<file path="src/ckc_ram.sv">
// Generic single-clock RAM: one write port, one read port with registered data.
// No dependencies.
module ckc_ram #(
	parameter int WIDTH = 8,
	parameter int DEPTH = 16
) (
	input  logic                     clk,
	input  logic                     we,
	input  logic [$clog2(DEPTH)-1:0] waddr,
	input  logic [WIDTH-1:0]         wdata,
	input  logic [$clog2(DEPTH)-1:0] raddr,
	output logic [WIDTH-1:0]         rdata
);
	logic [WIDTH-1:0] mem_q [DEPTH];
	logic [WIDTH-1:0] rdata_q;

	always_ff @(posedge clk) begin
		if (we) begin
			mem_q[waddr] <= wdata;
		end
		rdata_q <= mem_q[raddr];
	end

	assign rdata = rdata_q;
endmodule

</file>
<file path="config.mk">
export PLATFORM = sky130hd
export DESIGN_NAME = ckc_ram
export DESIGN_NICKNAME = d
export VERILOG_FILES = /design/src/ckc_ram.sv
export SDC_FILE = /design/constraint.sdc
export NUM_CORES = 1
export LEC_CHECK = 0
export BUFFER_PORTS_ARGS = -buffer_cell sky130_fd_sc_hd__clkbuf_2
export CORE_ASPECT_RATIO = 1.4
export CORE_UTILIZATION = 35
export CTS_CLUSTER_SIZE = 30
export DETAILED_ROUTE_END_ITERATION = 6
export GPL_ROUTABILITY_DRIVEN = 0
export PLACE_DENSITY = 0.6
export SYNTH_ARGS = -nofsm -noshare
export SYNTH_HDL_FRONTEND = slang
export SYNTH_SLANG_ARGS = --single-unit
</file>
<file path="constraint.sdc">
create_clock -name clk -period 4.7 [get_ports clk]
set_clock_uncertainty 0.05 [all_clocks]
set_input_delay 0.235 -clock clk [delete_from_list [all_inputs] [get_ports clk]]
set_output_delay 0.235 -clock clk [all_outputs]
set_load 0.02 [all_outputs]
</file>
# Yosys cells after proc, flatten, opt, wreduce, memory -nomap -nowiden

Memory sizes are Yosys's and may differ from the RTL's. A register that Yosys moved wholly into a read port is not among the register bits.
Cells that the tools add are included.

Magnitude comparators: 0
Reduce and logical (&&, ||, !) cells: 0
Equal/unequal tests: 0
Div/mod/pow operators: 0
$mul: 0
$add $sub $neg: 0
Muxes and demuxes: 2
Bitwise operators: 0
Shifts and indexed selects: 0

Operators by type and width:

| operator         | count |
|---|---|
| 2-to-1 mux 1 bit | 2 |

Bits in read-only memories: 0
Bits in latches: 0
Memories: 1
Flip-flop bits (word level): 0
Memory bits (writable): 128

Memories:

| memory | depth | bits a word | rd ports | clocked after memory_dff | wr ports | RTL line | RTL |
|---|---|---|---|---|---|---|---|
| mem_q  | 16    | 8           | 1        | 1                        | 1        | 14       | `logic [WIDTH-1:0] mem_q [DEPTH];` |

# Logic depth before layout (Yosys ltp)

Depth after elaboration: 2
Depth in mapped cells: 5

# Worst setup path before layout

Ideal clock, no wire load.

Path type: input-to-reg
From: input port waddr[2]
To: memory mem_q[0][0], enable pin
Setup time: 0.383 ns
Data required time: 4.267 ns
Slack: 2.922 ns
Data arrival time: 1.345 ns
Cell stages on the path: 2
Cell sequence: or3b_2 -> nor3_1

RTL lines:

| item               | RTL line | RTL |
|---|---|---|
| start: declaration | 9        | `input logic [$clog2(DEPTH)-1:0] waddr,` |
| end: declaration   | 14       |  |

No word-level cell before the write port.

==> run metrics <==
GR Util All Layers 15.12%; post-layout minimum cycle time 1.897 ns; cts bufs inserted 17; total power per unit cell area 462.3 nW/um2; Die Y 145.5 um; Largest delay share family, worst path buffers and inverters; ys flop type edfxtp_1; CTS tree done; CP required 4.94 ns; worst-skew pair later-pin latency 0.41 ns; CP max FO 20; Hold Path Class in -> reg; clock sinks 136; fmax 527.0 MHz; layout cells sized above 1 27.70%; most frequent cells after synthesis edfxtp_1 (128), mux4_2 (18), a22oi_1 (16); cell taking the most area after synthesis edfxtp_1; die area 15200 um2; sw power 550.9 uW; initial core utilization 35.80%; first-pass GRT wire length 16000 um; Post-Synthesis Net Count 247; Avg Cell Area, Syn 22.48 um2; Residual DRC 0; H-tree depth 4; Reg clk slew, reported paths 0.06 ns; flops & latches, synth 136; combinational share of power 4.6%; sequential share of the synthesized area 77.78%; Area growth syn-to-layout 17.23%; crit path launch type primary input; Resized cells post-CTS 0; WL/cell 22.32 um; initial antenna violation count 0; Synth Area in Adders 0%; final setup violation count 0; Worst Path Arrival 2.14 ns; Port Buffers 25; final hold vios 0; EDFF count, synth 128; RSZ-0062 raised after global routing false; Synth Warn # 0; critical path's slowest cell mux4_1; Async SR Flop Fraction 0%; crit path kind in -> reg; Boundary Pins 26; clk root buf clkbuf_16; Clock Path Buffers 2; Synth Area in XOR/XNOR 0%; Max Slew Vio Count 0; period utilisation layout 40.37%; n_diodes 0; post-route ant nets 0; Crit path largest cell delay 0.61 ns; Synth Cell Area 5147 um2; vias in the first global route 2571; worst-margin pin slew 1.229 ns; Die Wd 104.5 um; post-synth cell types 19; Mapped Cells 229; DR vias/cell 5.197; nets 283; DR vias 2427; # hold bufs at CTS 0; max-cap viol count 0; largest net degree at the start of global routing 33; main combinational cell family by area after synthesis multiplexers; Pwr Total 2.790 mW; Max-slew headroom 17.42%; crit-path cells clkbuf_2 > buf_4 > mux4_1 > a22oi_1 > nand2_1; setup TNS 0 ns; Synth Area in Compound Gates 2.333%; clock network power share 46.4%; total grt overflow 0; row cnt 52; leakage 1.996 nW; mux contribution to synthesized area 15.02%; peak supply drop 293.8 uV; Seq pwr share 48.9%; sw frac 19.75%; final core utilization 41.97%; count leader, synth edfxtp_1; synth top area cells edfxtp_1 (75%), mux4_2 (7.9%), mux4_1 (7.1%), dfxtp_1 (3.1%), a22oi_1 (2.3%); Post-CTS Setup Inserts 0; CP endpoint kind register; top cell type's share of synthesized area 74.67%; Int Pwr 2.239 mW; status finished, final reports clean; Initial DRT Pass Iterations 4; Routed WL 10420 um; iteration-0 DRC count of the detailed router 244; post-synthesis simple-gate area fraction 3.184%; post-DP HPWL 6639 um; core area 14380 um2; CP bufs+invs 2
## cell families (layout without fill, tap and decap cells)
group	after synthesis	in the layout
flip-flops	136	136
AND/OR/NAND/NOR	35	35
multiplexers	32	32
AO/OA/AOI/OAI	16	16
buffers and inverters	10	59
## routing by layer
layer,global-route usage (%),share of wire [%],up-vias
met2,25.17,52,84
met4,5.929,1.5,0
li1,-,-,1043
met3,4.747,4.8,13
met1,18.28,42,1287
met5,0,0,-
## layout make-up
type,count,area [um2]
timing repair buffer,27,140.1
clock inverter,8,95.09
tap,189,236.5
sequential,136,4004
fill,1226,8344
clock buffer,24,491.7
multi-input combinational,83,1067
## registers in the layout, summed over array words and instances, names as in the netlist
register and cells:
mem_q 128, rdata 8
## cells in the final DEF (no fill, tap or decap), drive strengths merged, types with 4 or more instances in the layout
cell type / Yosys / routed
edfxtp: 128 / 128
nand2: 9 / 9
nor3: 4 / 4
dfxtp: 8 / 8
nor2: 13 / 13
a22oi: 16 / 16
clkinv: 0 / 4
mux4: 32 / 32
clkbuf: 0 / 49
## final timing paths
check	start	end	slack (ns)	cells past startpoint
setup / recovery	raddr[0]	rdata[5]	2.80	5
setup reg to reg	mem_q[0][5]	rdata[5]	3.25	3
hold / removal	wdata[7]	mem_q[6][7]	0.21	1
hold reg to reg	mem_q[14][1]	rdata[1]	0.63	3
## per-stage QoR
stage               area [um2]  setup slack (ns)  instances  hold slack [ns]
finish                    6035             2.803        467           0.2103
global route              6035             2.644        467           0.2192
CTS                       6035             2.755        467           0.2112
detailed placement        5448             2.342        435           0.6131
global placement          5448             2.343        435           0.6124
floorplan                 5147             2.922        229           0.2839
## power by group through the flow
stage,Sequential [mW],Combinational (mW),Clock [mW]
final,1.37,0.129,1.29
after global routing,1.37,0.140,1.37
after CTS,1.37,0.132,1.31
after detailed placement,1.39,0.131,0
after global placement,1.39,0.128,0
after floorplan,1.40,0.0688,0
Power figures use the tool's default switching activity.
