**src/ckc_pkg.sv**
```systemverilog
// Shared constants, types and codes for the canonical k-mer count table.
// No dependencies; every other file in src except ckc_ram refers to it by scoped names.
package ckc_pkg;

	localparam int TABLE_SIZE     = 4096;
	localparam int OVERFLOW_SLOTS = 256;
	localparam int TOTAL_SLOTS    = TABLE_SIZE + OVERFLOW_SLOTS;
	localparam int HASH_W         = $clog2(TABLE_SIZE);
	localparam int ADDR_W         = $clog2(TOTAL_SLOTS);

	localparam int CHAR_W  = 8;
	localparam int KLEN_W  = 5;
	localparam int KMER_W  = 62;
	localparam int COUNT_W = 8;
	localparam int SLOT_W  = 13;
	localparam int ENTRY_W = KMER_W + COUNT_W;

	localparam int HASH_BYTES = 8;
	localparam int HASH_CNT_W = $clog2(HASH_BYTES);
	localparam int DJB_SEED   = 5381;

	localparam logic [KLEN_W-1:0]  KLEN_RESET = KLEN_W'(30);
	localparam logic [COUNT_W-1:0] COUNT_MAX  = '1;
	localparam logic [CHAR_W-1:0]  CHAR_N     = 8'd78;
	localparam logic [CHAR_W-1:0]  CHAR_NL    = 8'd10;
	localparam logic [1:0]         COMP_FLIP  = 2'b10;

	// Command to the rolling k-mer registers.
	typedef struct packed {
		logic       clear;
		logic       shift;
		logic [1:0] code;
	} roll_ctl_t;

endpackage

```
**src/ckc_hash.sv**
```systemverilog
// Iterative DJB hash: one key byte per cycle, kept to the table index width.
// Depends on ckc_pkg (widths, seed, byte count).
module ckc_hash (
	input  logic                       clk,
	input  logic                       arst_n,
	input  logic                       start,
	input  logic [ckc_pkg::KMER_W-1:0] key,
	output logic                       done,
	output logic [ckc_pkg::HASH_W-1:0] hash
);
	localparam int SH_W = 8 * ckc_pkg::HASH_BYTES;
	localparam logic [ckc_pkg::HASH_W-1:0] SEED = ckc_pkg::HASH_W'(ckc_pkg::DJB_SEED);

	logic [SH_W-1:0]                bytes_q;
	logic [ckc_pkg::HASH_W-1:0]     h_q;
	logic [ckc_pkg::HASH_CNT_W-1:0] cnt_q;
	logic                           busy_q, done_q;

	always_ff @(posedge clk) begin
		if (start) begin
			bytes_q <= SH_W'(key);
			h_q     <= SEED;
		end else if (busy_q) begin
			// h*33 + byte; only the low index bits are ever used
			h_q     <= (h_q << 5) + h_q + ckc_pkg::HASH_W'(bytes_q[7:0]);
			bytes_q <= bytes_q >> 8;
		end
	end

	always_ff @(posedge clk or negedge arst_n) begin
		if (!arst_n) begin
			busy_q <= 1'b0;
			done_q <= 1'b0;
			cnt_q  <= '0;
		end else begin
			done_q <= 1'b0;
			if (start) begin
				busy_q <= 1'b1;
				cnt_q  <= '0;
			end else if (busy_q) begin
				cnt_q <= cnt_q + 1'b1;
				if (cnt_q == ckc_pkg::HASH_CNT_W'(ckc_pkg::HASH_BYTES - 1)) begin
					busy_q <= 1'b0;
					done_q <= 1'b1;
				end
			end
		end
	end

	assign done = done_q;
	assign hash = h_q;
endmodule

```
**config.mk**
```make
export PLATFORM = sky130hd
export DESIGN_NAME = ckc_hash
export DESIGN_NICKNAME = d
export VERILOG_FILES = /design/src/ckc_pkg.sv /design/src/ckc_hash.sv
export SDC_FILE = /design/constraint.sdc
export NUM_CORES = 1
export LEC_CHECK = 0
export BUFFER_PORTS_ARGS = -buffer_cell sky130_fd_sc_hd__buf_2
export CORE_MARGIN = 10
export CORE_UTILIZATION = 59
export CTS_CLUSTER_SIZE = 14
export DETAILED_ROUTE_END_ITERATION = 10
export MAX_ROUTING_LAYER = met4
export PLACE_DENSITY = 0.94
export SLEW_MARGIN = 30
export SYNTH_ARGS = -nofsm -noshare
export SYNTH_HDL_FRONTEND = slang
export SYNTH_SLANG_ARGS = --single-unit
```
**constraint.sdc**
```tcl
create_clock -name clk -period 6.1 [get_ports clk]
set_input_delay 0.305 -clock clk [delete_from_list [all_inputs] [get_ports clk]]
set_output_delay 0.305 -clock clk [all_outputs]
set_load 0.02 [all_outputs]
```
== After elaboration in Yosys (flattened, before gate mapping) ==
Cells that the tools add are included.
Word-level totals
  register bits: 79
  bits of input ports: 65
Cells by class
  reduce and logical (&&, ||, !) cells: 1
  add/sub/neg operators: 3
  mux-type cells: 10
  equal/unequal tests: 1
Operators by type and width (count)
  two-way mux 62 bit: 2
  adder 12 bit: 1
  adder 12 x 8 -> 12 bit: 1
  two-way mux 1 bit: 6
  two-way mux 3 bit: 2
  adder 3 x 1 -> 3 bit, second input constant: 1
  equality test 3 bit, second input constant: 1
  nonzero test 2 bit: 1

== Depth between registers and ports, before layout ==
  word-level depth: 4
  mapped depth: 9

== Worst setup path before layout ==
No wires, ideal clock.
  path type: register -> register
  from: reg h_q, in the netlist hash[0]
  to: reg h_q, in the netlist hash[10]
  path buffers: 0
  data arrival time: 2.561 ns
  path slack: 3.417 ns
  clock period less this slack: 2.683 ns
  stages on the path, launching flop included: 10
  required time: 5.978 ns
  cell sequence: dfxtp_1 inv_1 fa_1 inv_1 ha_1 and2_4 a221oi_4 a21oi_2 o31a_1 a221o_1
On the way
  cells in the longest elaborated chain, start to end: 2
Ends and longest elaborated chain
  start, declared: line ckc_hash.sv:15  | logic [ckc_pkg::HASH_W-1:0] h_q;
  start signal, assigned: line ckc_hash.sv:25  | h_q <= (h_q << 5) + h_q + ckc_pkg::HASH_W'(bytes_q[7:0]);
  adder 12 bit: line ckc_hash.sv:25
  adder 12 x 8 -> 12 bit: line ckc_hash.sv:25
No other way between the ends.
A chain may end at the register's enable or synchronous reset.

== Worst setup path after layout ==
  from: reg h_q, in the netlist hash[0]
  to: reg h_q, in the netlist hash[8]
Same word-level chain as after synthesis.

==> reports/metrics.cfg <==
[status]
status = complete, no violations

[drt]
wl_met1_um = 3300
wire_per_inst_um = 17.4
drc = 0
wl_um = 7530
drt-initial-drc-count = 153
wl_met2_um = 3750
via_per_inst = 5.56
ant_nets = 0
wl_met3_um = 415
routed-via-count = 2411
routed.top_layer = met4
dr.pass1.iters = 4

[placed_design]
numPlacedInstances = 416
dp_hpwl_um = 5390
port_buffers = 77
gp_congestion = 0.818
dp_slack_ns = 3.46

[power_and_ir_drop]
irDropWorstVdd_v = 0.000348
power_density_nw_per_um2 = 385
power_leakage_nw = 2.00

[floorplanning]
design.portCount = 78
start_util = 0.608
die_h_um = 101
die_w_um = 101
row_count = 29
die_area_um2 = 10200
core_area_um2 = 6350

[critical_path]
critPathMaxFanout = 5
cp_data_arrival_time_ns = 2.91
crit_required_ns = 6.34
endpoint_kind = register
startpoint_type = register
path_class = reg -> reg

[timing]
final-setup-viol-count = 0
min_period_ns = 2.67
rsz0062_at_grt = no
fin_crit_sh = 0.438
slew_violations = 0
hold_viol_final = 0
relSlewSlack = 0.406
setup_ws_ns = 3.43
tns_ns = 0
tightestPinTransition_ns = 0.891
fin_skew_ns = 0.00745
max_freq_ghz = 0.375

[finish]
area_growth_pct = 17.5
multiInputGateArea_um2 = 1550
num-nets-final = 440
regArea_um2 = 2230
drive_above_1_share = 0.438
n_fill_cell = 416
finalNonFillerCells = 434

[clock_tree]
htreeDepth = 3
cts.sinks = 79
clock_latency_ns = 0.34
postCtsSetupBuffers = 0
postCtsHoldBufs = 1
clockBufferDepth = 2
post_cts_resized = 0
path_clk_slew_ns = 0.09
clockRootBuffer = clkbuf_8
tritoncts = done
cts_buffers = 9

[global_route]
grt-ovfl-total = 0
grt_max_degree = 79
antenna_found_initial = 1
grt_pass1_wl_um = 12000
grt_use_total = 0.154
grt_pass1_vias = 2483

[synth]
synth_adder_area_share = 0.0855
syn_inst = 271
synth-xor-area-share = 0.00907
synth-main-ff-cell = edfxtp_1
yosysTopAreaCellShare = 0.482
synthMuxAreaShare = 0.173
async_reset_ff_frac = 0.0633
synth_nets = 360
synth_simple_gate_area_frac = 0.0580
ys_types = 42
synth_compound_area_frac = 0.0745
synth_seq_cells = 79
yosysWarnings = 0
synth_edf_count = 62
synth_area_um2 = 3860
yosys-top-cells-area = edfxtp_1 (48%), mux2_2 (16%), ha_1 (6.5%)
ys_seq_area_frac = 0.576
synth_largest_area_cell = edfxtp_1
synth_area_per_cell_um2 = 14.3
synth_top_family_by_area = multiplexers

[worst_hold_path]
min_path_type = in -> reg

[job]
cap_violations = 0

==> path summary, 6_finish.rpt <==
| check | from | endpoint | slack [ns] | cells past startpoint |
|---|---|---|---|---|
| min in group asynchronous | arst_n | busy_q | 0.30 | 2 |
| max | hash[0] | hash[8] | 3.43 | 9 |
| min reg2reg | hash[5] | hash[5] | 0.51 | 2 |
| max reg2reg | hash[0] | hash[8] | 3.43 | 9 |
| max in group asynchronous | arst_n | cnt_q[2] | 5.66 | 2 |
| min | key[56] | bytes_q[56] | 0.24 | 2 |
==> synth_stat cells, types with 3 or more instances <==
cell type,count
dfrtp_1,5
buf_1,3
clkbuf_1,5
fa_1,4
xnor2_1,4
o21ai_0,8
nor2b_1,3
nand2_1,11
ha_1,20
inv_1,11
buf_2,3
a21o_1,5
a21oi_1,11
mux2_2,54
dfxtp_1,12
edfxtp_1,62
nor2_1,7
nand3_1,3
and2_1,8
mux2i_1,5
==> sequential cells by signal, summed over array words and instances (netlist names) <==
| name | flops |
|---|---|
| cnt_q | 3 |
| bytes_q | 62 |
| hash | 12 |
| done | 1 |
| busy_q | 1 |
==> worst max-delay path, stage by stage, from the launching register on <==
cell and delay [ns]:
dfxtp_1 0.36, inv_1 0.08, fa_1 0.53, inv_1 0.04
ha_1 0.37, and2_4 0.21, a221oi_4 0.31, a21oi_1 0.14
or3_1 0.33, a31o_1 0.21
==> logic make-up (layout without fill, tap and decap cells) <==
| group | count (synthesis) | count (layout) |
|---|---|---|
| flops | 79 | 79 |
| mux | 60 | 60 |
| simple gates | 43 | 43 |
| compound gates | 38 | 38 |
| fa+ha+maj | 24 | 24 |
| buf+inv | 23 | 108 |
| xor+xnor | 4 | 4 |
| other cells | 0 | 1 |
==> layout by cell type, fill, tap and decap left out, drive strengths merged, types with 5 or more instances in the layout <==
cell    instances
a21o            5
a21oi          12
and2            9
buf            79
clkbuf          9
dfrtp           5
dfxtp          12
edfxtp         62
ha             20
inv            16
mux2           55
mux2i           5
nand2          11
nor2            7
o21ai           8
==> report_power, final <==
group | internal, W | switching [W]
Clock | 0.000198 | 0.000203
Sequential | 0.000660 | 0.0000452
Combinational | 0.000299 | 0.000341
==> cell type report <==
type	instances	share of cell area
inverters	12	0.00993
repair buffers	80	0.0904
clock buffers	9	0.0273
flip-flops and latches	79	0.491
well taps	77	0.0212
diodes	1	0.000551
multi-input cells	169	0.341
clock inverters	7	0.0185
==> per-stage QoR <==
| stage | utilization | instance area [µm²] | hold slack [ns] | power (W) |
|---|---|---|---|---|
| 2_1_floorplan | - | 3860 | 0.00941 | 0.00120 |
| 3_3_place_gp | 0.680 | 4320 | 0.124 | 0.00133 |
| 3_5_place_dp | 0.680 | 4320 | 0.125 | 0.00135 |
| 4_1_cts | 0.714 | 4540 | 0.213 | 0.00176 |
| 5_1_grt | 0.715 | 4540 | 0.239 | 0.00187 |
| 6_report | 0.715 | 4540 | 0.238 | 0.00175 |
==> routing by layer <==
metal	GRT usage	vias to the layer above
met3	0.0508	8
li1	-	1179
met2	0.237	60
met5	-	-
met4	0.0450	0
met1	0.191	1164
Note: power is estimated with default switching activity, not from simulation.
