**src/ckc_pkg.sv**
```systemverilog
// Shared constants, types and codes for the canonical k-mer count table.
// No dependencies; every other file in src except ckc_ram refers to it by scoped names.
package ckc_pkg;

	localparam int TABLE_SIZE     = 4096;
	localparam int OVERFLOW_SLOTS = 256;
	localparam int TOTAL_SLOTS    = TABLE_SIZE + OVERFLOW_SLOTS;
	localparam int HASH_W         = $clog2(TABLE_SIZE);
	localparam int ADDR_W         = $clog2(TOTAL_SLOTS);

	localparam int CHAR_W  = 8;
	localparam int KLEN_W  = 5;
	localparam int KMER_W  = 62;
	localparam int COUNT_W = 8;
	localparam int SLOT_W  = 13;
	localparam int ENTRY_W = KMER_W + COUNT_W;

	localparam int HASH_BYTES = 8;
	localparam int HASH_CNT_W = $clog2(HASH_BYTES);
	localparam int DJB_SEED   = 5381;

	localparam logic [KLEN_W-1:0]  KLEN_RESET = KLEN_W'(30);
	localparam logic [COUNT_W-1:0] COUNT_MAX  = '1;
	localparam logic [CHAR_W-1:0]  CHAR_N     = 8'd78;
	localparam logic [CHAR_W-1:0]  CHAR_NL    = 8'd10;
	localparam logic [1:0]         COMP_FLIP  = 2'b10;

	// Command to the rolling k-mer registers.
	typedef struct packed {
		logic       clear;
		logic       shift;
		logic [1:0] code;
	} roll_ctl_t;

endpackage

```
**src/ckc_roll.sv**
```systemverilog
// Rolling forward and reverse-complement k-mer registers with base counter.
// Depends on ckc_pkg (widths, roll_ctl_t).
module ckc_roll (
	input  logic                       clk,
	input  logic                       arst_n,
	input  logic [ckc_pkg::KLEN_W-1:0] kmer_length,
	input  ckc_pkg::roll_ctl_t         ctl,
	output logic [ckc_pkg::KMER_W-1:0] canon,
	output logic                       kmer_ready
);
	logic [ckc_pkg::KMER_W-1:0] fwd_q, rev_q, kmask, ins, fwd_d, rev_d;
	logic [ckc_pkg::KLEN_W-1:0] seen_q, k_eff;
	logic [5:0]                 klen2;
	logic [1:0]                 comp;

	// Zero length acts as one base.
	assign k_eff = (kmer_length == '0) ? ckc_pkg::KLEN_W'(1) : kmer_length;
	assign klen2 = {k_eff, 1'b0};
	assign kmask = {ckc_pkg::KMER_W{1'b1}} >> (6'(ckc_pkg::KMER_W) - klen2);
	assign comp  = ctl.code ^ ckc_pkg::COMP_FLIP;
	assign ins   = {{(ckc_pkg::KMER_W-2){1'b0}}, comp} << (klen2 - 6'd2);
	assign fwd_d = {fwd_q[ckc_pkg::KMER_W-3:0], ctl.code} & kmask;
	assign rev_d = ((rev_q >> 2) | ins) & kmask;

	always_ff @(posedge clk or negedge arst_n) begin
		if (!arst_n) begin
			fwd_q  <= '0;
			rev_q  <= '0;
			seen_q <= '0;
		end else if (ctl.clear) begin
			fwd_q  <= '0;
			rev_q  <= '0;
			seen_q <= '0;
		end else if (ctl.shift) begin
			fwd_q <= fwd_d;
			rev_q <= rev_d;
			if (seen_q < k_eff) begin
				seen_q <= seen_q + 1'b1;
			end
		end
	end

	assign canon      = (fwd_q < rev_q) ? fwd_q : rev_q;
	assign kmer_ready = (seen_q >= k_eff);
endmodule

```
**config.mk**
```make
export PLATFORM = sky130hd
export DESIGN_NAME = ckc_roll
export DESIGN_NICKNAME = d
export VERILOG_FILES = /design/src/ckc_pkg.sv /design/src/ckc_roll.sv
export SDC_FILE = /design/constraint.sdc
export NUM_CORES = 1
export LEC_CHECK = 0
export ABC_AREA = 1
export BUFFER_PORTS_ARGS = -buffer_cell sky130_fd_sc_hd__clkbuf_2
export CELL_PAD_IN_SITES_DETAIL_PLACEMENT = 0
export CELL_PAD_IN_SITES_GLOBAL_PLACEMENT = 1
export CORE_ASPECT_RATIO = 0.7
export CORE_UTILIZATION = 40
export CTS_BUF_LIST = sky130_fd_sc_hd__clkbuf_16
export DETAILED_ROUTE_END_ITERATION = 8
export PLACE_DENSITY_LB_ADDON = 0.1
export SLEW_MARGIN = 20
export SYNTH_ARGS = -nofsm -noshare
export SYNTH_HDL_FRONTEND = slang
export SYNTH_SLANG_ARGS = --single-unit
```
**constraint.sdc**
```tcl
create_clock -name clk -period 2.4 [get_ports clk]
set_clock_uncertainty 0.05 [all_clocks]
set_input_delay 0.36 -clock clk [delete_from_list [all_inputs] [get_ports clk]]
set_output_delay 0.36 -clock clk [all_outputs]
set_load 0.01 [all_outputs]
```
## After elaboration in Yosys (flattened, before gate mapping)

Index checks and enable logic that the tools add are counted.

- Bitwise operators: 4
- Muxes and demuxes: 9
- Shifts and indexed selects: 2
- Eq/ne operators: 0
- Reduce and logical (&&, ||, !) cells: 4
- Div/mod/pow operators: 0
- $lt $le $gt $ge: 3
- Multipliers: 0
- $add $sub $neg: 3

Operator list:

| cell | number |
|---|---|
| $mux W62 | 5 |
| $and A62 B62 Y62 | 2 |
| $lt A62 B62 Y1 | 1 |
| $or A60 B62 Y62 | 1 |
| $shl A2 B6 Y62 | 1 |
| $shr A62 B6 Y62 const A | 1 |
| $mux W5 | 4 |
| $sub A6 B2 Y6 const B | 1 |
| $sub A6 B6 Y6 const A | 1 |
| $add A5 B1 Y5 const B | 1 |
| $ge A5 B5 Y1 | 1 |
| $logic_not A5 Y1 | 1 |
| $lt A5 B5 Y1 | 1 |
| $reduce_bool A2 Y1 | 2 |
| $reduce_and A2 Y1 | 1 |
| $not A1 Y1 | 1 |

- Input bits: 11
- Output and inout bits: 63
- Latch bits: 0
- Register bits after elaboration: 129
- RAM bits: 0
- Word-level logic and storage cells: 28
- Bits in read-only memories: 0
- Memories: 0

## Logic depth before layout (Yosys ltp)

Gate-level depths: netlist (run 1).

- Word-level depth: 8
- Gate-level depth with buffers: 15
- Mapped depth without buffers: 14

## Worst setup path before layout (run 1)

Ideal clock, no wire load.

- Path type: input port to flip-flop
- Start point: input port kmer_length[2] in the netlist's numbering
- End point: register rev_q[39] in the netlist's numbering
- Path buffers: 2
- Slack: 40 ps
- Cell stages on the path: 14
- Data arrival time: 2228 ps
- Path through: buf_2 nor2_4 nand2_1 inv_2 nor2_8 ha_1 ha_1 buf_1 inv_1 nor2_1 nand2_1 o21ai_0 nand2_1 o21ai_0

- Word-level cells in the longest chain between the ends: 8
- Elaborated cells on any way between the ends: 10

RTL lines:

| element | RTL line | RTL |
|---|---|---|
| start: declaration | ckc_roll.sv:6 | `input logic [ckc_pkg::KLEN_W-1:0] kmer_length,` |
| $logic_not A5 Y1 | ckc_roll.sv:17 | `assign k_eff = (kmer_length == '0) ? ckc_pkg::KLEN_W'(1) : kmer_length;` |
| $mux W5 (*) | ckc_roll.sv:17 |  |
| branches (longest 3 deep; another with $sub A6 B6 Y6) | n/a |  |
| $and A62 B62 Y62 (*) | ckc_roll.sv:23 | `assign rev_d = ((rev_q >> 2) \| ins) & kmask;` |
| $mux W62 (*) | ckc_roll.sv:34 | `end else if (ctl.shift) begin` |
| $mux W62 (*) | ckc_roll.sv:30 | `end else if (ctl.clear) begin` |
| end signal: assignment | ckc_roll.sv:36 | `rev_q <= rev_d;` |
| end: declaration | ckc_roll.sv:11 | `logic [ckc_pkg::KMER_W-1:0] fwd_q, rev_q, kmask, ins, fwd_d, rev_d;` |

Every way passes the cells marked *. The select of a mux whose other input is x is not followed.
A chain may end at the register's enable or synchronous reset.

## Worst setup path after layout (run 1)

- Start point: register fwd_q[53] in the netlist's numbering
- End point: output port canon[7] in the netlist's numbering

- Word-level cells in the longest chain between the ends: 2

RTL lines:

| element | RTL line | RTL |
|---|---|---|
| start: declaration | ckc_roll.sv:11 |  |
| start signal: assignment | ckc_roll.sv:35 | `fwd_q <= fwd_d;` |
| $lt A62 B62 Y1 | ckc_roll.sv:43 | `assign canon = (fwd_q < rev_q) ? fwd_q : rev_q;` |
| $mux W62 | ckc_roll.sv:43 |  |
| end: declaration | ckc_roll.sv:8 | `output logic [ckc_pkg::KMER_W-1:0] canon,` |

No other way between the ends.

==> results of run 1 <==
## registers in the layout (all words and copies together) (netlist names)
signal / flops
fwd_q: 62
rev_q: 62
seen_q: 5
## stage by stage
stage	hold slack [ns]	instances	area [µm²]	setup WS, ns	total power [mW]
after floorplan	0.0144	1182	8450	0.0398	2.88
after global placement	0.102	1685	10500	-0.597	3.31
after CTS	0.168	1747	12000	-0.688	7.31
final	0.174	1758	12600	-0.689	7.42
after global routing	0.187	1758	12600	-0.786	7.60
after detailed placement	0.103	1685	10500	-0.553	3.31
## where the power goes
| group | internal [mW] | switching (mW) |
|---|---|---|
| registers | 2.20 | 0.0151 |
| logic | 0.942 | 1.36 |
| clock network | 1.84 | 1.07 |
## placed cells by master (no fill, tap or decap), types with 13 or more instances in the layout
master,count
buf_4,208
o21ai_0,67
buf_12,17
inv_2,22
clkbuf_16,22
ha_1,54
buf_6,19
nor2_1,40
dfrtp_1,128
a21oi_1,26
clkbuf_2,14
o21ai_1,23
nand2_1,314
o22ai_1,61
ha_4,16
nand2_2,62
inv_1,166
nand2_4,26
nand3_2,13
nand3_1,68
buf_2,41
## final cells by class
class / count / area [µm²]
multi-input cells: 821 / 5000
fillers: 1924 / 8080
clock inverters: 14 / 216
clock buffers: 17 / 425
repair buffers: 311 / 2680
well taps: 276 / 345
inverters: 190 / 722
flip-flops and latches: 129 / 3230
## cell families after synthesis
kind of cell	Yosys count	synth area share [%]
simple gates	552	27.0
compound gates	197	13.0
buf+inv	232	11.2
fa+ha+maj	70	10.4
xor+xnor	2	0.207
flops	129	38.2
## layer usage
metal	share of wire [%]	vias up	global-route usage, %
met4	2.2	2	9.95
li1	-	4378	-
met1	49	4261	45.3
met2	42	330	42.5
met3	7.3	51	5.98
met5	0.039	-	0
## what timing repair did
item,in CTS,in global routing
setup buffers,21,14
hold buffers,1,0
pin swaps,18,37
gates resized for setup,87,200
endpoints found under the setup margin,62,63
endpoints found under the hold margin,1,0
gates cloned,10,6
## path summary, 6_finish.rpt
kind	endpoint	start	depth (start not counted)	slack, ns
worst max-delay path	canon[7]	fwd_q[53]	13	-0.69
worst min-delay path	seen_q[1]	ctl[3]	2	0.17
worst max register to register	seen_q[3]	seen_q[4]	8	0.51
worst min register to register	rev_q[0]	rev_q[0]	2	0.52
max in group asynchronous	seen_q[2]	arst_n	3	1.13
min in group asynchronous	fwd_q[5]	arst_n	2	0.21
==> flow_summary.yaml, run 1 <==
worst_setup_path:
  critical_path_class: "flip-flop to output port"
  path_cells: "ha_4 -> nand4_1 -> nor2_2 -> nand2_4 -> nor3_4 -> nand2_4 -> nand2_8 -> buf_12 -> buf_12 -> buf_16 -> nand2_2 -> nand2_1 -> buf_2"
  end_kind: "output port"
  cp.arrival_ns: 2.68
  crit_family: "simple AND/OR/NAND/NOR gates"
  worstSetupStartpointType: "flip-flop"
  path_buf_inv: 4
  required_ns: 1.99
  slowest_delay_ns: 0.42
  slowest_stage: "dfrtp_1"
  crit_path_max_fanout: 8
timing:
  setup_tns_ns: -39.88
  fin_crit_ns: 3.09
  fmax_ghz: 0.324
  setup_viol: 62
  setup_slack_ns: -0.689
  hold_violations: 0
  drv_slew: 0
  worstMarginPinSlew_ns: 0.765
  rsz0062_at_grt: "true"
  relSlewSlack_pct: 49.0
  finalCritPeriodShare_pct: 129
placed_design:
  portBuffers: 73
  place_hpwl_mm: 21.2
  gp_congestion: 0.910
floorplanning:
  die_area_mm2: 0.0217
  rows: 44
  die_w_um: 176
  initial_utilization_pct: 40.8
  core_region_area_mm2: 0.0207
  die_h_um: 124
  ios: 74
drt:
  route.detailed.drc: 0
  vias_per_cell: 5.13
  wl_mm: 33.2
  ant_nets: 0
  num_vias: 9022
  drt_iter0_drc: 736
  wl_per_cell_um: 18.9
  dr.pass1.iters: 7
yosys:
  yosys_register_bits: 129
  syn_inst: 1182
  ys.warnings.count: 0
  yosysSeqAreaShare_pct: 38.2
  synth_cell_types: 35
  netlist_area_mm2: 0.00845
  ys.flop_type: "dfrtp_1"
  netlist_top_cells_area: "dfrtp_1 38%, nand2_1 17%, ha_1 10%, inv_1 8.1%, nand3_1 4.9%"
  synth_most_common_cell: "nand2_1"
  synthArstFlopShare_pct: 100
  yosys-top-cells-count: "391 x nand2_1, 182 x inv_1, 129 x dfrtp_1, 82 x nand3_1"
  synth_top_area_share_pct: 38.2
  synth_area_leader_cell: "dfrtp_1"
  syn-num-nets: 1263
  syn_avg_cell_area_um2: 7.15
  synth_edf_count: 0
grt:
  grt_usage_pct: 30.1
  grt_pass1_wl_mm: 48.2
  antenna_found_initial: 1
  grt_pass1_vias: 8367
  grt.overflow.total: 0
  grt_start_max_net_pins: 129
power_and_ir_drop:
  vdd_drop_max_v: 0.000464
  p_leak_nw: 6.66
  power_density_mw_per_mm2: 588
clocking:
  cts_tree: "built"
  clk_pin_slew_ns: 0.06
  clock_latency_ns: 0.43
  root_buffer: "clkbuf_16"
  cts_num_sinks: 129
  ctsHtreeMaxLevel: 4
  clockBufferDepth: 2
  cts_buffers: 17
run_status:
  outcome: "complete, but fails checks"
  violations: "negative setup slack"
final_layout:
  final_nets: 1551
  area.growth.synth_to_final_pct: 49.3
  antenna_cells: 0
  drive_above_1_share_pct: 35.0
  fin_util_pct: 61.0
job:
  maxCapViolCount: 0
min_path:
  hold_class: "input pin to flip-flop"
(Power assumes the default switching activity.)
==> inputs of run 2 (changes only) <==
- BUFFER_PORTS_ARGS: -buffer_cell sky130_fd_sc_hd__clkbuf_2 -> not set
- CORE_UTILIZATION: 40 -> 43
- DONT_BUFFER_PORTS: not set -> 1
- HOLD_SLACK_MARGIN: not set -> 0.05
- REMOVE_ABC_BUFFERS: not set -> 1
==> run 2 against run 1 <==
The flow finishes with violations (negative hold slack, negative setup slack); combinational power decreased by 20%; total power decreased by 7.9%; via count decreased by 4.5%; maximum frequency increased by 0.95%; critical path depth is 2 lower; global-route usage is 2.0 points lower; setup slack improved by 0.029 ns; worst hold slack worse by 0.60 ns; critical path type unchanged; critical endpoint is now canon[20].
==> flow_summary.yaml, run 2 (synthesis results as in run 1) <==
worst_setup_path:
  crit_family: "simple AND/OR/NAND/NOR gates"
  slowest_stage: "dfrtp_1"
  worstSetupStartpointType: "flip-flop"
  path_buf_inv: 2
  crit_path_max_fanout: 5
  critical_path_class: "flip-flop to output port"
  end_kind: "output port"
  required_ns: 1.99
  path_cells: "ha_4 -> nand2_4 -> nor2_4 -> nand4_1 -> nor3_4 -> nand2_8 -> buf_12 -> nand2_8 -> clkbuf_16 -> nand2_2 -> nand2_2"
  slowest_delay_ns: 0.42
  cp.arrival_ns: 2.65
grt:
  grt.overflow.total: 0
  grt_usage_pct: 28.1
  antenna_found_initial: 0
  grt_pass1_vias: 7844
  grt_start_max_net_pins: 130
  grt_pass1_wl_mm: 43.1
timing:
  relSlewSlack_pct: 57.6
  rsz0062_at_grt: "true"
  drv_slew: 0
  worstMarginPinSlew_ns: 0.636
  fmax_ghz: 0.327
  hold_violations: 129
  fin_crit_ns: 3.06
  hold_ws_ns: -0.430
  setup_viol: 62
  setup_slack_ns: -0.660
  finalCritPeriodShare_pct: 127
floorplanning:
  initial_utilization_pct: 44.3
  die_area_mm2: 0.0202
  die_w_um: 170
  die_h_um: 119
  core_region_area_mm2: 0.0191
  ios: 74
  rows: 42
min_path:
  hold_class: "input pin to async pin"
power_and_ir_drop:
  vdd_drop_max_v: 0.000393
  finalPower_mw: 6.84
  p_leak_nw: 6.17
  power_density_mw_per_mm2: 567
placed_design:
  gp_congestion: 0.884
  portBuffers: 0
  place_hpwl_mm: 20.5
  pre_cts_slack_ns: -0.230
final_layout:
  drive_above_1_share_pct: 33.2
  final_cell_mix: "255 x nand2_1, 192 x buf_4, 168 x inv_1"
  layout_commonest_cell: "nand2_1"
  reg.largest.list: "fwd_q x62, rev_q x62, seen_q x5"
  area.growth.synth_to_final_pct: 42.8
  final_nets: 1459
  antenna_cells: 0
run_status:
  violations: "negative hold slack, negative setup slack"
  outcome: "complete, but fails checks"
drt:
  wl_met2_mm: 12.6
  wl_per_cell_um: 18.1
  ant_nets: 0
  num_vias: 8618
  route.detailed.drc: 0
  wl_mm: 29.9
  dr.pass1.iters: 6
  met1Wirelength_mm: 14.5
  vias_per_cell: 5.21
  met3_length_mm: 2.37
  highest_layer: "met4"
  drt_iter0_drc: 782
clocking:
  cts_buffers: 17
  clk_pin_slew_ns: 0.06
  cts_tree: "built"
  clock_latency_ns: 0.43
  clockBufferDepth: 2
  cts_hold_buffers: 3
  root_buffer: "clkbuf_16"
  cts_num_sinks: 129
  ctsHtreeMaxLevel: 4
job:
  maxCapViolCount: 0
run 2: cell count changes in the layout (fill, tap and decap cells not counted), moves of 3 or more:
cell,change
a21oi_1,+4
a21oi_2,-3
buf_12,-9
buf_16,-5
buf_2,-41
buf_4,-16
buf_6,-14
clkbuf_2,-14
nand2_1,-59
nand2_2,+22
nand2_4,+36
nand3_1,+11
nand3_2,-10
run 2: power by group:
part / internal, mW / leakage (nW) / switching, mW
sequential: 2.20 / 1.79 / 0.0141
clock: 1.73 / 0.299 / 1.04
combinational: 0.742 / 4.08 / 1.11
run 2: final cells by class:
class | instances | area (µm²)
Timing Repair Buffer | 218 | 1910
Sequential cell | 129 | 3230
Clock buffer | 17 | 425
Multi-Input combinational cell | 822 | 5270
Tap cell | 264 | 330
Inverter | 190 | 716
Fill cell | 1697 | 7010
Clock inverter | 14 | 189
run 2: metal layers:
| layer | global-route usage (%) | vias to the layer above |
|---|---|---|
| li1 | - | 4190 |
| met1 | 44.2 | 4075 |
| met2 | 39.3 | 313 |
| met3 | 4.82 | 40 |
| met4 | 6.48 | 0 |
| met5 | 0 | - |
run 2: worst paths after layout:
kind / endpoint / slack, ns / start / cells after the start
worst max-delay path: canon[20] / -0.66 / fwd_q[35] / 11
worst min-delay path: rev_q[48] / -0.43 / arst_n / 0
worst max register to register: seen_q[1] / 0.19 / seen_q[2] / 10
worst min register to register: rev_q[40] / 0.47 / rev_q[40] / 2
max in group asynchronous: rev_q[35] / 2.52 / arst_n / 0
min in group clk: seen_q[2] / 0.08 / ctl[3] / 3
run 2: worst register-to-register path, delay by kind of cell (launching register included):
| kind | cells | cell delay, ns |
|---|---|---|
| AOI/OAI and AO/OA | 2 | 0.15 |
| DFF | 1 | 0.43 |
| and+or+nand+nor | 5 | 0.55 |
| buffers and inverters | 2 | 0.58 |
| adders and majority gates | 1 | 0.33 |
run 2: per-stage QoR:
step / std cells / instance area [µm²] / TNS [ns] / utilization, %
finish: 1654 / 12100 / -38.35 / 63.2
global route: 1654 / 12100 / -42.41 / 63.2
CTS: 1620 / 10600 / -32.61 / 55.8
detailed placement: 1586 / 9970 / -11.06 / 52.3
global placement: 1586 / 9970 / -9.41 / 52.3
floorplan: 1140 / 8220 / -79.43 / -
run 2: timing repair:
item	in CTS	in global routing
gates resized for setup	9	265
setup endpoints to repair	62	64
buffers inserted	0	22
pin swaps	0	54
hold endpoints to repair	133	129
gates cloned	0	12
==> inputs of run 3 (changes only) <==
- CORE_UTILIZATION: 43 -> 30
- MAX_ROUTING_LAYER: not set -> met4
==> run 3 against run 2 <==
The run still ends with negative hold slack, negative setup slack left; die area is 43% higher; cell count is 6.8% higher; via count is 1.7% lower; setup slack better by 0.10 ns; combinational power is 9% lower; critical endpoint is now canon[16]; highest routed layer unchanged.
==> flow_summary.yaml, run 3 (synthesis results as in run 1) <==
run_status:
  outcome: "complete, but fails checks"
  violations: "negative hold slack, negative setup slack"
timing:
  hold_violations: 129
  fmax_ghz: 0.338
  relSlewSlack_pct: 54.8
  rsz0062_at_grt: "true"
  hold_ws_ns: -0.417
  worstMarginPinSlew_ns: 0.678
  drv_slew: 0
  fin_crit_ns: 2.96
  finalCritPeriodShare_pct: 123
  setup_viol: 62
  setup_slack_ns: -0.559
final_layout:
  final_cell_mix: "261 x nand2_1, 202 x buf_4, 157 x inv_1"
  fill_cells: 2809
  antenna_cells: 0
  final_nets: 1473
  drive_above_1_share_pct: 36.9
  layoutNonFillerInstCount: 1767
  layout_commonest_cell: "nand2_1"
  reg.largest.list: "fwd_q x62, rev_q x62, seen_q x5"
  area.growth.synth_to_final_pct: 47.3
  fin_util_pct: 45.7
power_and_ir_drop:
  power_frac_seq_pct: 34.1
  internal_power_mw: 4.39
  vdd_drop_max_v: 0.000508
  power_density_mw_per_mm2: 522
  switching_share_pct: 32.4
  pwr-share-clk_pct: 40.1
  p_sw_mw: 2.10
  p_leak_nw: 6.18
  finalPower_mw: 6.50
  comb_power_share_pct: 25.8
job:
  maxCapViolCount: 0
clocking:
  clk_pin_slew_ns: 0.06
  cts_hold_buffers: 3
  cts_num_sinks: 129
  cts_tree: "built"
  root_buffer: "clkbuf_16"
  ctsHtreeMaxLevel: 4
  clock_latency_ns: 0.44
  cts_buffers: 17
  clockBufferDepth: 2
worst_setup_path:
  slowest_stage: "dfrtp_1"
  end_kind: "output port"
  crit_path_max_fanout: 7
  slowest_delay_ns: 0.37
  crit_family: "simple AND/OR/NAND/NOR gates"
  reg2reg_from: "seen_q[2]"
  path_cells: "inv_2 -> ha_4 -> nand4_1 -> nor2_4 -> nand2_4 -> nor2_2 -> nand2_1 -> nand2_2 -> nor2_4 -> buf_12 -> nand2_8 -> clkbuf_16 -> nand2_1 -> nand2_2"
  worstRegToRegCells: 10
  path_buf_inv: 3
  worstSetupStartpointType: "flip-flop"
  critical_path_class: "flip-flop to output port"
  crit_start: "rev_q[49]"
  required_ns: 1.99
  cp.arrival_ns: 2.55
  cp.depth: 14
grt:
  grt.busiest_layer: "met1"
  met2_usage_pct: 33.8
  use_met1_pct: 36.8
  grt.overflow.total: 0
  antenna_found_initial: 0
  grt_pass1_vias: 8299
  grt_start_max_net_pins: 130
  grt_usage_pct: 24.5
  grt_util_met3_pct: 3.98
  grt_pass1_wl_mm: 50.6
drt:
  vias_per_cell: 4.80
  route.detailed.drc: 0
  wl_per_cell_um: 19.1
  wl_mm: 33.7
  dr.pass1.iters: 5
  ant_nets: 0
  drt_iter0_drc: 469
  num_vias: 8473
floorplanning:
  core_region_area_mm2: 0.0272
  die_w_um: 203
  initial_utilization_pct: 31.0
  die_h_um: 142
  die_area_mm2: 0.0288
  ios: 74
  rows: 50
placed_design:
  portBuffers: 0
  place_hpwl_mm: 23.4
  gp_congestion: 0.849
  placed_cells: 1702
min_path:
  hold_class: "input pin to async pin"
run 3: cell types whose count changed in the layout (fill, tap and decap cells not counted), sizes merged:
| cell | before | now |
|---|---|---|
| nand2 | 404 | 403 |
| inv | 191 | 194 |
| buf | 208 | 227 |
| clkbuf | 24 | 20 |
| clkinv | 8 | 5 |
| bufinv | 4 | 3 |
run 3: through the flow:
stage | setup TNS [ns] | hold slack [ns] | area [µm²] | setup WS (ns)
floorplan | -79.43 | 0.0144 | 8220 | -1.25
global placement | -23.07 | 0.0225 | 10300 | -0.417
detailed placement | -22.92 | 0.0209 | 10300 | -0.412
CTS | -34.10 | -0.446 | 11800 | -0.594
global route | -39.20 | -0.443 | 12400 | -0.675
finish | -32.24 | -0.417 | 12400 | -0.559
run 3: final cells by class:
type                       instances  area (µm²)  area share [%]
multi-input combinational        821        5390            43.4
sequential                       129        3230            25.9
timing repair buffer             233        2090            16.8
inverter                         190         718            5.77
tap                              364         455            3.66
clock buffer                      17         425            3.42
clock inverter                    13         133            1.07
run 3: power groups by stage:
stage,registers [mW],logic (mW),clock network [mW]
floorplan,2.25,0.484,0
global placement,2.25,1.05,0
detailed placement,2.25,1.05,0
CTS,2.21,1.72,2.64
global route,2.21,1.76,2.73
finish,2.21,1.68,2.61
run 3: per-layer routing:
metal	vias to the layer above	share of wire (%)
li1	4219	-
met1	4056	53
met2	178	41
met3	20	4.9
met4	0	0.79
met5	-	0
run 3: what timing repair did:
action,4_1_cts,5_1_grt
cloned,7,3
endpoints found under the setup margin,62,62
gates resized for setup,189,129
pin swaps,46,56
hold endpoints to repair,133,129
setup buffers,15,16
run 3: path summary, 6_finish.rpt:
path	to	slack, ns
max	canon[16]	-0.56
max reg2reg	seen_q[1]	0.17
min in group clk	seen_q[2]	0.07
min	rev_q[61]	-0.42
max in group asynchronous	fwd_q[13]	2.50
min reg2reg	rev_q[1]	0.49
run 3: worst register-to-register path: cells and delay by family, from the launching register on:
kind | cells | cell delay, ns
flip-flops | 1 | 0.43
buffers and inverters | 2 | 0.60
AND/OR/NAND/NOR | 5 | 0.56
AO/OA/AOI/OAI | 2 | 0.14
adder cells (fa/ha/maj) | 1 | 0.33
